**src/hw/rtl/assert_macros.svh**
```systemverilog
// assertion macros shared by the rtl files
`ifndef ASSERT_MACROS_SVH
`define ASSERT_MACROS_SVH

// same-cycle implication, checked on every rising edge out of reset
`define ASSERT_IMPLIES(label, clk, rst, ante, cons, msg) \
  label: assert property (@(posedge clk) disable iff (rst) (ante) |-> (cons)) \
    else $error(msg);

// next-cycle implication
`define ASSERT_NEXT(label, clk, rst, ante, cons, msg) \
  label: assert property (@(posedge clk) disable iff (rst) (ante) |=> (cons)) \
    else $error(msg);

`endif

```
**src/hw/rtl/sbc_pkg.sv**
```systemverilog
// shared constants, types and helper functions of the splitter bucket classifier
`default_nettype none

package sbc_pkg;

  localparam int NUM_SPLITTERS = 255;
  localparam int COUNT_WIDTH   = 32;
  localparam int BUCKET_COUNT  = 2 * NUM_SPLITTERS + 1;

  localparam int SPL_AW = (NUM_SPLITTERS > 1) ? $clog2(NUM_SPLITTERS) : 1;
  localparam int SPL_CW = $clog2(NUM_SPLITTERS + 1);
  localparam int CNT_AW = SPL_CW + 1;

  localparam int INDEX_W  = 9;
  localparam int KEY_W    = 64;
  localparam int BUCKET_W = 9;
  localparam int COUNT_W  = 32;
  localparam int PREFIX_W = 4;

  // command queue depth, a power of two
  localparam int CMDQ_DEPTH = 4;
  localparam int CMDQ_AW    = $clog2(CMDQ_DEPTH);
  localparam int CMDQ_CW    = $clog2(CMDQ_DEPTH + 1);

  localparam logic [KEY_W-1:0]       LOW_BYTE_MASK = 64'hFF;
  localparam logic [COUNT_WIDTH-1:0] COUNT_MAX     = '1;

  typedef enum logic [1:0] {
    MODE_LOAD     = 2'd0,
    MODE_CLASSIFY = 2'd1,
    MODE_READ     = 2'd2,
    MODE_CLEAR    = 2'd3
  } mode_t;

  typedef struct packed {
    mode_t               mode;
    logic [INDEX_W-1:0]  index;
    logic [KEY_W-1:0]    key;
    logic                load_ok;
    logic                first;
    logic                cnt_ok;
    logic                spl_ok;
  } cmd_t;

  typedef struct packed {
    logic [BUCKET_W-1:0] bucket;
    logic [COUNT_W-1:0]  count;
    logic [PREFIX_W-1:0] prefix_bytes;
    logic                terminated;
  } res_t;

  typedef struct packed {
    logic full;
    logic one;
  } rq_status_t;

  // whole leading bytes in which two keys agree
  function automatic logic [PREFIX_W-1:0] common_bytes(input logic [KEY_W-1:0] a,
                                                       input logic [KEY_W-1:0] b);
    logic [KEY_W-1:0]    diff;
    logic                run;
    logic [PREFIX_W-1:0] n;
    diff = a ^ b;
    run  = 1'b1;
    n    = '0;
    for (int i = 0; i < 8; i++) begin
      if (run && diff[KEY_W-1-8*i -: 8] == 8'h00) begin
        n = n + 1'b1;
      end else begin
        run = 1'b0;
      end
    end
    return n;
  endfunction

  // low bits of a counter as the count field
  function automatic logic [COUNT_W-1:0] to_count_field(input logic [COUNT_WIDTH-1:0] v);
    logic [63:0] w;
    w = 64'(v);
    return w[COUNT_W-1:0];
  endfunction

endpackage

`default_nettype wire

```
**src/hw/rtl/sbc_res_queue.sv**
```systemverilog
// two-entry result queue between the back end and the receiver
`default_nettype none
`include "assert_macros.svh"

module sbc_res_queue (
  input  wire logic           clk,
  input  wire logic           rst,
  input  wire logic           res_push,
  input  wire sbc_pkg::res_t  res,
  output sbc_pkg::rq_status_t rq,
  output logic                empty,
  input  wire logic           pop,
  output sbc_pkg::res_t       head
);

  sbc_pkg::res_t slot [2];
  logic          wr_ptr;
  logic          rd_ptr;
  logic [1:0]    fill;
  logic          take;

  assign empty   = fill == 2'd0;
  assign rq.full = fill == 2'd2;
  assign rq.one  = fill == 2'd1;
  assign take    = pop && !empty;
  assign head    = slot[rd_ptr];

  always_ff @(posedge clk) begin
    if (rst) begin
      wr_ptr <= 1'b0;
      rd_ptr <= 1'b0;
      fill   <= 2'd0;
    end else begin
      if (res_push) begin
        wr_ptr <= !wr_ptr;
      end
      if (take) begin
        rd_ptr <= !rd_ptr;
      end
      case ({res_push, take})
        2'b10:   fill <= fill + 1'b1;
        2'b01:   fill <= fill - 1'b1;
        default: fill <= fill;
      endcase
    end
  end

  always_ff @(posedge clk) begin
    if (res_push) begin
      slot[wr_ptr] <= res;
    end
  end

  `ASSERT_NEXT(a_push_shows_word, clk, rst, res_push && !take, !empty, "pushed word not visible")

endmodule

`default_nettype wire
```
**config.mk**
```make
export PLATFORM = sky130hd
export DESIGN_NAME = sbc_res_queue
export DESIGN_NICKNAME = d
export VERILOG_FILES = /design/src/hw/rtl/sbc_pkg.sv /design/src/hw/rtl/sbc_res_queue.sv
export VERILOG_INCLUDE_DIRS = /design/src /design/src/hw/rtl
export SDC_FILE = /design/constraint.sdc
export NUM_CORES = 1
export LEC_CHECK = 0
export BUFFER_PORTS_ARGS = -buffer_cell sky130_fd_sc_hd__buf_2
export CELL_PAD_IN_SITES_DETAIL_PLACEMENT = 1
export CELL_PAD_IN_SITES_GLOBAL_PLACEMENT = 1
export CORE_MARGIN = 2
export CORE_UTILIZATION = 32
export DETAILED_ROUTE_END_ITERATION = 7
export PLACE_DENSITY = 0.66
export SYNTH_ARGS = -nofsm -noshare
export SYNTH_HDL_FRONTEND = slang
export SYNTH_SLANG_ARGS = --single-unit
```
**constraint.sdc**
```tcl
create_clock -name clk -period 3.7 [get_ports clk]
set_input_delay 0.74 -clock clk [delete_from_list [all_inputs] [get_ports clk]]
set_output_delay 0.74 -clock clk [all_outputs]
set_load 0.05 [all_outputs]
```
Yosys cells after proc, flatten, opt, wreduce, memory -nomap -nowiden
Memory sizes are Yosys's and may differ from the RTL's. A register that Yosys moved wholly into a read port is not among the register bits.
Index checks and enable logic that the tools add are counted.
{ "classes": {"add_sub_neg": 2, "mul": 0, "div_mod_pow": 0, "order_cmp": 0, "n_eq_ne": 4, "shift": 0, "n_mux": 5, "n_bitwise": 0, "reduce_logical": 6} }
{ "op_table": {"columns": ["cell", "n"], "rows": [
  ["2-bit by 1-bit == test with 1-bit output (second input constant)", 2],
  ["2-bit == test (second input constant)", 2],
  ["1-bit 2-to-1 mux", 4],
  ["2-bit one-hot mux with 2 select lines", 1],
  ["1-bit zero test", 3],
  ["2-bit by 1-bit adder with 2-bit output (second input constant)", 1],
  ["2-bit zero test", 1],
  ["2-bit nonzero test", 1],
  ["2-bit by 1-bit subtractor with 2-bit output (second input constant)", 1],
  ["1-bit logical AND", 1]
]} }
{ "word_totals": {"ff_bits": 4, "latch_bits": 0, "mem_bits_rw": 92, "rom_bits": 0, "inputBits": 50, "output_inout_bits": 49, "wordCells": 21, "memories": 1} }
{ "mem_list": {"columns": ["name", "depth", "word_bits", "read_ports", "rd_ports_with_merged_regs", "write_ports", "line_no", "text"], "rows": [
  ["slot", 2, 46, 1, 1, 1, "sbc_res_queue.sv:16", "sbc_pkg::res_t slot [2];"]
]} }

Longest topological paths before layout
{ "logic_depth": {"ltp_word": 5, "depth_mapped": 7, "mapped_depth_nobuf": 7} }

Least setup slack after synthesis
OpenSTA, ideal clock, no wires.
{ "synth_path": {"path_type": "input to register", "from": "input res_push", "to": "memory slot[0][0] in the netlist's numbering, enable pin", "setup_time_ps": 451, "arrival_time_ps": 2730, "t_required_ps": 3249, "slack_ps": 519, "cell_stages": 2, "path_buffers": 0, "cell_sequence": "inv_1 nor2_1"} }
{ "synth_via": {"elab_chain_len": 2} }
{ "synth_lines": {"columns": ["element", "line_no", "text"], "rows": [
  ["start, declared", "sbc_res_queue.sv:8", "input wire logic res_push,"],
  ["1-bit 2-to-1 mux", "sbc_res_queue.sv:49", "if (res_push) begin"],
  ["1-bit 2-to-1 mux (not written as such)", "sbc_res_queue.sv:50", "slot[wr_ptr] <= res;"],
  ["end, declared", "sbc_res_queue.sv:16", null]
]} }
No other way between the ends.

==> impl_results.md <==
- Status: complete, no violations
- Cell total after placement: 407
- CTS tree: built
- DP Worst Slack: between 1 and 1.5 ns
- Initial antenna violation count: 0
- Fin. Hold Viols: 0
- Ys flop type: edfxtp_1
- Unrepaired setup endpoints after global routing: no
- Total track usage: 0.106
- Area post-placement: 4370 µm²
- Synth cell count leaders: 92 x edfxtp_1, 40 x mux2_4, 6 x mux2_2, 6 x nor2_1, 5 x dfxtp_1
- CP required: 2.96 ns
- Pin count of the biggest net entering global routing: 47
- Post-route ant nets: 0
- HPWL Detailed: 4340 µm
- Maximum clock frequency: 0.376 GHz
- Fin cells: 423
- Post-synth cell types: 14
- Synth-to-layout area growth: 24.6%
- Fin crit share: 0.718
- Fin nets: 329
- CTS clk-pin slew, worst paths: 0.06 ns
- Initial Util: 0.328
- Layout cells sized above 1: 0.586
- Flops & latches, synth: 97
- Fin crit period: between 2 and 3 ns
- Final setup vio count: 0
- Vias in the first global route: 2003
- Core Rows: 39
- Comb pwr share: 0.326
- DRC errors left: 0
- DRT iter0 DRCs: 30
- Seq pwr share: 0.404
- Max cap viols: 0
- Num ports: approximately 100
- Final Cell Area: 4680 µm²
- Net Sw Power: 1.26 mW
- Post-CTS sizing: 0
- Net Sw Frac: 0.354
- Critical path type: reg -> out
- Clock Sinks: 97
- Clock Path Buffers: 2
- Avg WL per Cell: 15.4 µm
- Clk_lat worst skew: ~0.33 ns
- Worst Setup Start Kind: flip-flop
- CP max-delay cell: dfxtp_4
- Clock root buffer: clkbuf_16
- Clk pwr share: 0.270
- Static Leak: 1.84 nW
- Pwr dens: 758 nW/µm²
- Grt ovf: 0
- Core region area: 11500 µm²
- IO Port Bufs: 98
- DR vias: approximately 1900
- Rel. slew slack: 0.417
- Routability cong.: 0.645
- Reg2Reg Setup Slack: 2.11 ns
- Area contributors post-synth: edfxtp_1 73%, mux2_4 16%, dfxtp_1 2.7%
- Synthesized area: about 3800 µm²
- Async set or reset register ratio after synthesis: 0
- Worst path max stage delay: between 0.8 and 0.9 ns
- Slew Limit Fails: 0
- Post-synth top area cell: edfxtp_1
- Final clock skew: 0.00638 ns
- Final wirelength: 6520 µm
- CP top delay family: flip-flops
- Synthesized area per cell: 22.4 µm²
- Postcts setup bufs: 0
- CTS Hold Buffers Added: 0
- CP endpoint kind: primary output
- Hold Path Class: reg -> reg
- WP buf/inv: 1
- Crit-path cells: mux2_2 > buf_2
- EDFF count, synth: 92
- Top-count cell post-synth: edfxtp_1
- Internal Power: about 2.3 mW
- DIE HEIGHT: 112 µm
- Register area share after synthesis: 0.761
- Maximum fanout along the worst path: 46
- Worst setup margin: 1.04 ns
- Worst vdd ir: 498 µV
- Ant. Diodes: 0
- DR pass1 iterations: 4
- Cts bufs inserted: 9
- Fill count: 1137
- Final TNS setup: 0 ns
- Post-synth top area share: 0.735
- Tightest Pin Transition: 0.875 ns
- Vias per inst: between 4 and 5
- Syn Inst Count: between 150 and 200
- Final Core Density: 0.409
- Die width: roughly 110 µm
- Yosys Warn Count: 0
- Die ar.: around 13000 µm²
- Htree depth: 3
- First-pass GRT wire length: 10100 µm
- Syn_nets: ~220
- Critical Path AT: 1.92 ns
-- cell usage in the layout (no fill, tap or decap) --
master      instances
nor2_1              5
dfxtp_4             1
mux2_2              6
clkinv_2            2
buf_2              98
inv_1               3
xor2_1              2
nor2b_1             1
mux2_4             40
clkinv_1            2
xnor2_1             2
clkbuf_16           9
nor2_4              1
a211oi_1            1
dfxtp_1             4
buf_4               3
and2_2              1
ha_1                4
clkinvlp_4          1
bufinv_16           2
edfxtp_1           92
-- final cells by class --
type	count	area [µm²]	area share
Clock inverter	7	85.1	0.0182
Sequential cell	97	2870	0.612
Clock buffer	9	225	0.0481
Multi-Input combinational cell	63	805	0.172
Timing Repair Buffer	101	513	0.110
Tap cell	143	179	0.0382
Inverter	3	11.3	0.00240
-- stage by stage --
stage	hold WS, ns	power, mW
2_1_floorplan	0.479	2.49
3_3_place_gp	0.496	2.61
3_5_place_dp	0.514	2.64
4_1_cts	0.529	3.62
5_1_grt	0.562	3.70
6_report	0.523	3.55
-- path summary, 6_finish.rpt --
| path | from | to | cells past startpoint |
|---|---|---|---|
| setup / recovery | flip-flop | head[34] | 2 |
| hold reg to reg | rd_ptr | flip-flop | 2 |
| hold / removal | rd_ptr | flip-flop | 2 |
| setup reg to reg | fill[0] | fill[1] | 7 |
-- worst register-to-register path, cell delays in order, from the launching register on --
cell	delay (ns)
dfxtp_1	0.37
inv_1	0.09
ha_1	0.22
nor2b_1	0.22
ha_1	0.21
xor2_1	0.14
nor2_1	0.06
a211oi_1	0.19
-- layer usage --
metal,routed length (µm),vias to the layer above,track usage
li1,-,860,-
met3,388,5,0.0383
met1,2620,931,0.123
met2,3430,58,0.180
met5,0,-,0
met4,72,0,0.0390
-- state kept, by name, indices dropped and copies added (netlist names), named ones only --
register and cells:
rd_ptr 1, wr_ptr 1, slot 92, fill 2
-- power groups by stage --
stage | Combinational (mW) | Sequential [mW] | Clock [mW]
finish | 1.16 | 1.43 | 0.959
detailed placement | 1.17 | 1.47 | 0
global placement | 1.15 | 1.46 | 0
CTS | 1.17 | 1.45 | 0.997
floorplan | 1.14 | 1.34 | 0
global route | 1.21 | 1.46 | 1.03
-- logic make-up (layout without fill, tap and decap cells) --
family | count (synthesis) | in the layout | share of synthesized area
simple gates | 8 | 8 | 0.00932
flops | 97 | 97 | 0.761
fa+ha+maj | 4 | 4 | 0.0133
compound gates | 1 | 1 | 0.00200
mux | 46 | 46 | 0.178
buf+inv | 8 | 120 | 0.0273
xor+xnor | 4 | 4 | 0.00932
Power figures use the tool's default switching activity.
