$ cat src/hw/rtl/assert_macros.svh
// assertion macros shared by the rtl files
`ifndef ASSERT_MACROS_SVH
`define ASSERT_MACROS_SVH

// same-cycle implication, checked on every rising edge out of reset
`define ASSERT_IMPLIES(label, clk, rst, ante, cons, msg) \
  label: assert property (@(posedge clk) disable iff (rst) (ante) |-> (cons)) \
    else $error(msg);

// next-cycle implication
`define ASSERT_NEXT(label, clk, rst, ante, cons, msg) \
  label: assert property (@(posedge clk) disable iff (rst) (ante) |=> (cons)) \
    else $error(msg);

`endif

$ cat src/hw/rtl/sbc_pkg.sv
// shared constants, types and helper functions of the splitter bucket classifier
`default_nettype none

package sbc_pkg;

  localparam int NUM_SPLITTERS = 255;
  localparam int COUNT_WIDTH   = 32;
  localparam int BUCKET_COUNT  = 2 * NUM_SPLITTERS + 1;

  localparam int SPL_AW = (NUM_SPLITTERS > 1) ? $clog2(NUM_SPLITTERS) : 1;
  localparam int SPL_CW = $clog2(NUM_SPLITTERS + 1);
  localparam int CNT_AW = SPL_CW + 1;

  localparam int INDEX_W  = 9;
  localparam int KEY_W    = 64;
  localparam int BUCKET_W = 9;
  localparam int COUNT_W  = 32;
  localparam int PREFIX_W = 4;

  // command queue depth, a power of two
  localparam int CMDQ_DEPTH = 4;
  localparam int CMDQ_AW    = $clog2(CMDQ_DEPTH);
  localparam int CMDQ_CW    = $clog2(CMDQ_DEPTH + 1);

  localparam logic [KEY_W-1:0]       LOW_BYTE_MASK = 64'hFF;
  localparam logic [COUNT_WIDTH-1:0] COUNT_MAX     = '1;

  typedef enum logic [1:0] {
    MODE_LOAD     = 2'd0,
    MODE_CLASSIFY = 2'd1,
    MODE_READ     = 2'd2,
    MODE_CLEAR    = 2'd3
  } mode_t;

  typedef struct packed {
    mode_t               mode;
    logic [INDEX_W-1:0]  index;
    logic [KEY_W-1:0]    key;
    logic                load_ok;
    logic                first;
    logic                cnt_ok;
    logic                spl_ok;
  } cmd_t;

  typedef struct packed {
    logic [BUCKET_W-1:0] bucket;
    logic [COUNT_W-1:0]  count;
    logic [PREFIX_W-1:0] prefix_bytes;
    logic                terminated;
  } res_t;

  typedef struct packed {
    logic full;
    logic one;
  } rq_status_t;

  // whole leading bytes in which two keys agree
  function automatic logic [PREFIX_W-1:0] common_bytes(input logic [KEY_W-1:0] a,
                                                       input logic [KEY_W-1:0] b);
    logic [KEY_W-1:0]    diff;
    logic                run;
    logic [PREFIX_W-1:0] n;
    diff = a ^ b;
    run  = 1'b1;
    n    = '0;
    for (int i = 0; i < 8; i++) begin
      if (run && diff[KEY_W-1-8*i -: 8] == 8'h00) begin
        n = n + 1'b1;
      end else begin
        run = 1'b0;
      end
    end
    return n;
  endfunction

  // low bits of a counter as the count field
  function automatic logic [COUNT_W-1:0] to_count_field(input logic [COUNT_WIDTH-1:0] v);
    logic [63:0] w;
    w = 64'(v);
    return w[COUNT_W-1:0];
  endfunction

endpackage

`default_nettype wire

$ cat src/hw/rtl/sbc_front.sv
// front end: decodes incoming words and holds them in a short command queue
`default_nettype none
`include "assert_macros.svh"

module sbc_front (
  input  wire logic                         clk,
  input  wire logic                         rst,
  input  wire logic                         push,
  output logic                              full,
  input  wire logic [1:0]                   mode,
  input  wire logic [sbc_pkg::INDEX_W-1:0]  index,
  input  wire logic [sbc_pkg::KEY_W-1:0]    key,
  input  wire logic                         init_busy,
  output logic                              cmd_valid,
  output sbc_pkg::cmd_t                     cmd,
  input  wire logic                         cmd_pop
);

  sbc_pkg::cmd_t                 queue [sbc_pkg::CMDQ_DEPTH];
  logic [sbc_pkg::CMDQ_AW-1:0]   wr_ptr;
  logic [sbc_pkg::CMDQ_AW-1:0]   rd_ptr;
  logic [sbc_pkg::CMDQ_CW-1:0]   fill;
  logic [sbc_pkg::CMDQ_CW-1:0]   fill_next;
  logic                          accept;
  logic                          q_full;
  sbc_pkg::cmd_t                 dec;

  // range checks done once here so the back end only steers
  always_comb begin
    dec.mode    = sbc_pkg::mode_t'(mode);
    dec.index   = index;
    dec.key     = key;
    dec.load_ok = 32'(index) < sbc_pkg::NUM_SPLITTERS;
    dec.first   = index == '0;
    dec.cnt_ok  = 32'(index) < sbc_pkg::BUCKET_COUNT;
    dec.spl_ok  = (32'(index) < sbc_pkg::BUCKET_COUNT) &&
                  ((32'(index) >> 1) < sbc_pkg::NUM_SPLITTERS);
  end

  assign q_full    = fill == sbc_pkg::CMDQ_CW'(sbc_pkg::CMDQ_DEPTH);
  assign full      = q_full || init_busy;
  assign accept    = push && !full;
  assign cmd_valid = fill != '0;
  assign cmd       = queue[rd_ptr];

  always_comb begin
    fill_next = fill;
    case ({accept, cmd_pop})
      2'b10:   fill_next = fill + 1'b1;
      2'b01:   fill_next = fill - 1'b1;
      default: fill_next = fill;
    endcase
  end

  always_ff @(posedge clk) begin
    if (rst) begin
      wr_ptr <= '0;
      rd_ptr <= '0;
      fill   <= '0;
    end else begin
      if (accept) begin
        wr_ptr <= wr_ptr + 1'b1;
      end
      if (cmd_pop) begin
        rd_ptr <= rd_ptr + 1'b1;
      end
      fill <= fill_next;
    end
  end

  always_ff @(posedge clk) begin
    if (accept) begin
      queue[wr_ptr] <= dec;
    end
  end

  `ASSERT_IMPLIES(a_pop_needs_word, clk, rst, cmd_pop, cmd_valid, "command popped from empty queue")
  `ASSERT_NEXT(a_full_holds, clk, rst, q_full && !cmd_pop, q_full, "full queue lost a word")

endmodule

`default_nettype wire

$ cat config.mk
export PLATFORM = sky130hd
export DESIGN_NAME = sbc_front
export DESIGN_NICKNAME = d
export VERILOG_FILES = /design/src/hw/rtl/sbc_pkg.sv /design/src/hw/rtl/sbc_front.sv
export VERILOG_INCLUDE_DIRS = /design/src /design/src/hw/rtl
export SDC_FILE = /design/constraint.sdc
export NUM_CORES = 1
export LEC_CHECK = 0
export BUFFER_PORTS_ARGS = -buffer_cell sky130_fd_sc_hd__clkbuf_2
export CORE_ASPECT_RATIO = 0.7
export CORE_MARGIN = 2
export CORE_UTILIZATION = 33
export DETAILED_ROUTE_END_ITERATION = 6
export GPL_ROUTABILITY_DRIVEN = 0
export HOLD_SLACK_MARGIN = 0.1
export SETUP_SLACK_MARGIN = 0.5
export SLEW_MARGIN = 40
export SYNTH_ARGS = -nofsm -noshare
export SYNTH_HDL_FRONTEND = slang
export SYNTH_SLANG_ARGS = --single-unit
export TNS_END_PERCENT = 1
$ cat constraint.sdc
create_clock -name clk -period 6.5 [get_ports clk]
set_input_delay 0.975 -clock clk [delete_from_list [all_inputs] [get_ports clk]]
set_output_delay 0.975 -clock clk [all_outputs]
set_load 0.01 [all_outputs]
* After elaboration in Yosys (flattened, before gate mapping)
Memories as Yosys holds them, arrays and structs flattened. A register that Yosys moved wholly into a read port is not among the register bits. Index checks and enable logic that the tools add are counted.
Storage, ports and cells: input port bits 80, RAM bits 316, logic and storage cells 26, bits in registers 7, memories kept 1, output and inout port bits 81
Operators by class: equality and inequality tests 3, multiplexer cells 5, $lt $le $gt $ge 3, reduce and logical (&&, ||, !) cells 7, add/subtract/negate cells 4
Memory list:
- queue | words 4, bits a word 79, rd ports 1, clocked after Yosys merged registers in 1, write ports 1, RTL line sbc_front.sv:19 | sbc_pkg::cmd_t queue [sbc_pkg::CMDQ_DEPTH];
Operator list (count):
- 9-bit logical NOT | 1
- 9-bit by 8-bit < comparator with 1-bit output (second input constant) | 1
- 9-bit < comparator (second input constant) | 1
- 8-bit < comparator (second input constant) | 1
- 3-bit case mux with 2 select lines | 1
- 2-bit by 1-bit adder with 2-bit output (second input constant) | 2
- 2-bit 2-to-1 mux | 2
- 3-bit by 1-bit adder with 3-bit output (second input constant) | 1
- 3-bit equality test (second input constant) | 1
- 3-bit nonzero test | 1
- 3-bit by 1-bit subtractor with 3-bit output (second input constant) | 1
- 2-bit by 1-bit equality test with 1-bit output (second input constant) | 1
- 2-bit equality test (second input constant) | 1
- 1-bit logical AND | 2
- 1-bit 2-to-1 mux | 2
- 2-bit nonzero test | 1
- 1-bit logical NOT | 1
- 1-bit logical OR | 1

* Longest topological paths before layout
depth after elaboration 6, gate-level depth with buffers 9, gate-level depth less buffers 9

* Worst setup path before layout
No wires, ideal clock.
path kind in2reg, start point in init_busy, end point mem queue[0][0] (netlist bit) (enable), buffers on the path 0, data arrival time 3.220 ns, cell stages on the path 3, library setup time 0.446 ns, path slack 2.834 ns, cell sequence nand2b_1 a21oi_2 and2_1
Between the ends: word-level cells in the longest chain between the ends 5
RTL lines:
- start, declared | RTL line sbc_front.sv:13 | input wire logic init_busy,
- 1-bit logical OR | RTL line sbc_front.sv:41 | assign full = q_full || init_busy;
- 1-bit logical NOT | RTL line sbc_front.sv:42 | assign accept = push && !full;
- 1-bit logical AND | RTL line sbc_front.sv:42
- 1-bit 2-to-1 mux | RTL line sbc_front.sv:72 | if (accept) begin
- 1-bit 2-to-1 mux (implied by the code) | RTL line sbc_front.sv:73 | queue[wr_ptr] <= dec;
- end, declared | RTL line sbc_front.sv:19
No other way between the ends.

==> impl_metrics.ini <==
[synth]
yosys_warnings = 0
syn-mean-instance-area_um2 = 25.1
synth.most_common_cell = edfxtp_1
synth_area_leader_cell = edfxtp_1
synth_top_flop_cell = edfxtp_1
ys_seq_area_frac = 0.812
netlist_instances = 475
yosys-top-cells-area = edfxtp_1 80%, mux4_2 15%, dfxtp_1 1.5%
syn_area_um2 = 11900
ys_async_sr_fraction = 0
synth_top_area_share = 0.797
synthTopCellsByCount = 316 x edfxtp_1, 79 x mux4_2, 11 x nor2_1
ys_ff_latch = 325
synth_cell_types = 27
synth_edf_count = 316
synth_nets = 561

[clock_network]
cts-root-buf = clkbuf_16
insertion_delay_ps = 520
cts.clk_slew.worst_paths_ps = 60
htree_levels = 2
tritoncts = built
numCtsBuffers = 35
cts_num_sinks = 325
cts_hold_buffers = 0
cts-resized-gates = 0
postCtsSetupBuffers = 0
cts_buffer_depth = 3

[timing]
worstMarginPinSlew_ps = 754
skew_ps = 24.4
finalMaxSlewViolations = 0
rsz0062_at_grt = no
setup_viol = 0
hold_ws_ps = 527
finalSetupTns_ps = 0
fmax_ghz = 0.284
relSlewSlack = 0.493
hold_violations = 0
min_period_ps = 3520
finalCritPeriodShare = 0.542

[placement]
port_buffers = 160
post-place-cells = 1103
hpwl_um = 13400
dpl_cell_area_um2 = 13300

[worst_setup_path]
crit_slowest_cell = dfxtp_4
crit_required_ps = 5520
r2r_end = queue[0][73]
path_max_fanout = 21
reg2reg_setup_slack_ps = 4000
worstSetupPathType = reg2out
r2r_start = fill[0]
max_stage_delay_ps = 570
critPathArrivalTime_ps = 2550
path_delay_family = buffers and inverters
end_kind = output port
start_kind = flop
crit_path_cell_trace = buf_4, buf_12, mux4_2, clkbuf_2
r2r_cells = 4
crit_buf_inv = 3

[power_and_ir_drop]
finalPower_w = 0.00469
power_leakage_nw = 4.80
p_per_area_nw_per_um2 = 326
irDropWorstVdd_v = 0.000232

[routing]
routed_wl_um = 22700
drtIter0Drc = 352
vias = 5283
post_drt_wl_per_cell_um = 19.5
firstDrtPassIters = 4
remaining_drc_errors = 0
routed_via_density = 4.55
drtAntennaViolNets = 0

[floorplan]
num_io_pins = 161
die_h_um = 163
num_rows = 58
core_um2 = 35700
die-width_um = 231
die_area_um2 = 37600
start_util = 0.333

[final_layout]
fillers = 3205
drive_gt1_frac = 0.450
multi_input_area_um2 = 2100
stdcell_count = 1161
fin_nets = 748
area_growth_pct = 20.9
final-seq-area_um2 = 9680
stdcell_area_um2 = 14400

[job]
max_cap_viol_count = 0

[global_routing]
grt_max_degree = 53
grt_pass1_wl_um = 34400
antenna_found_initial = 2
grt_pass1_vias = 5726
grt_overflow = 0
grtUsageTotal = 0.123

[min_path]
hold_class = reg2reg
worstHoldStart = wr_ptr[1]
hold_depth = 2
hold-path-endpoint = wr_ptr[1]

[status]
status = complete, no violations
-- sequential cells by signal, summed over array words and instances, names as in the netlist, named ones only --
| signal | cells |
|---|---|
| fill | 3 |
| queue | 316 |
| rd_ptr | 2 |
| wr_ptr | 2 |
-- through the flow --
step	utilization	worst slack, ps
floorplan	-	2830
global placement	0.371	3250
detailed placement	0.371	3220
CTS	0.402	2790
global route	0.403	2750
finish	0.403	2980
-- per-layer routing --
| metal | GRT usage | wire length [µm] | part of all wire |
|---|---|---|---|
| met4 | 0.0364 | 463 | 0.020 |
| met1 | 0.156 | 9810 | 0.43 |
| met2 | 0.198 | 10700 | 0.47 |
| met5 | 0 | 0 | 0 |
| met3 | 0.0452 | 1720 | 0.076 |
-- where the power goes --
part | internal [W] | total (W) | switching, W
Clock | 0.00114 | 0.00191 | 0.000770
Combinational | 0.000182 | 0.000391 | 0.000208
Sequential | 0.00236 | 0.00239 | 0.0000282
-- layout by cell type (no fill, tap or decap), drive strengths merged --
cell type	instances
xor2	3
nand4	1
or3	2
nand2	3
dfxtp	9
nor4	2
nor2	11
clkinv	11
and2	4
a21o	1
o21ai	1
diode	1
mux4	79
buf	9
edfxtp	316
a21oi	4
clkinvlp	1
nand3	2
fa	1
mux2i	1
xnor2	1
clkbuf	196
mux2	1
bufinv	4
inv	9
ha	5
nand2b	3
-- tightest hold or removal path: stages, from the launching register on --
cell and delay, ps:
dfxtp_1 340, nand2b_1 80, mux2i_1 60
-- cell families after synthesis --
family                   Yosys count  share of synthesized area
AO/OA/AOI/OAI                      6                    0.00305
adder cells (fa/ha/maj)            6                    0.00694
AND/OR/NAND/NOR                   28                     0.0116
buffers and inverters             25                     0.0118
multiplexers                      81                      0.151
XOR/XNOR                           4                    0.00294
flip-flops                       325                      0.812
-- how the worst max path moves through the flow --
stage / to / slack [ps] / depth (start not counted)
2_1_floorplan: queue[0][0] / 2830 / 3
6_report: cmd[1] / 2980 / 4
4_1_cts: cmd[1] / 2790 / 3
3_5_place_dp: queue[0][4] / 3220 / 5
5_1_grt: cmd[1] / 2750 / 4
3_3_place_gp: queue[0][4] / 3250 / 5
-- layout make-up --
| class | instances | share of cell area |
|---|---|---|
| timing repair buffer | 169 | 0.0624 |
| tap | 480 | 0.0417 |
| antenna | 1 | 0.000174 |
| inverter | 6 | 0.00157 |
| sequential | 325 | 0.673 |
| clock inverter | 19 | 0.0143 |
| clock buffer | 36 | 0.0611 |
| multi-input combinational | 125 | 0.146 |
Power figures use the tool's default switching activity.
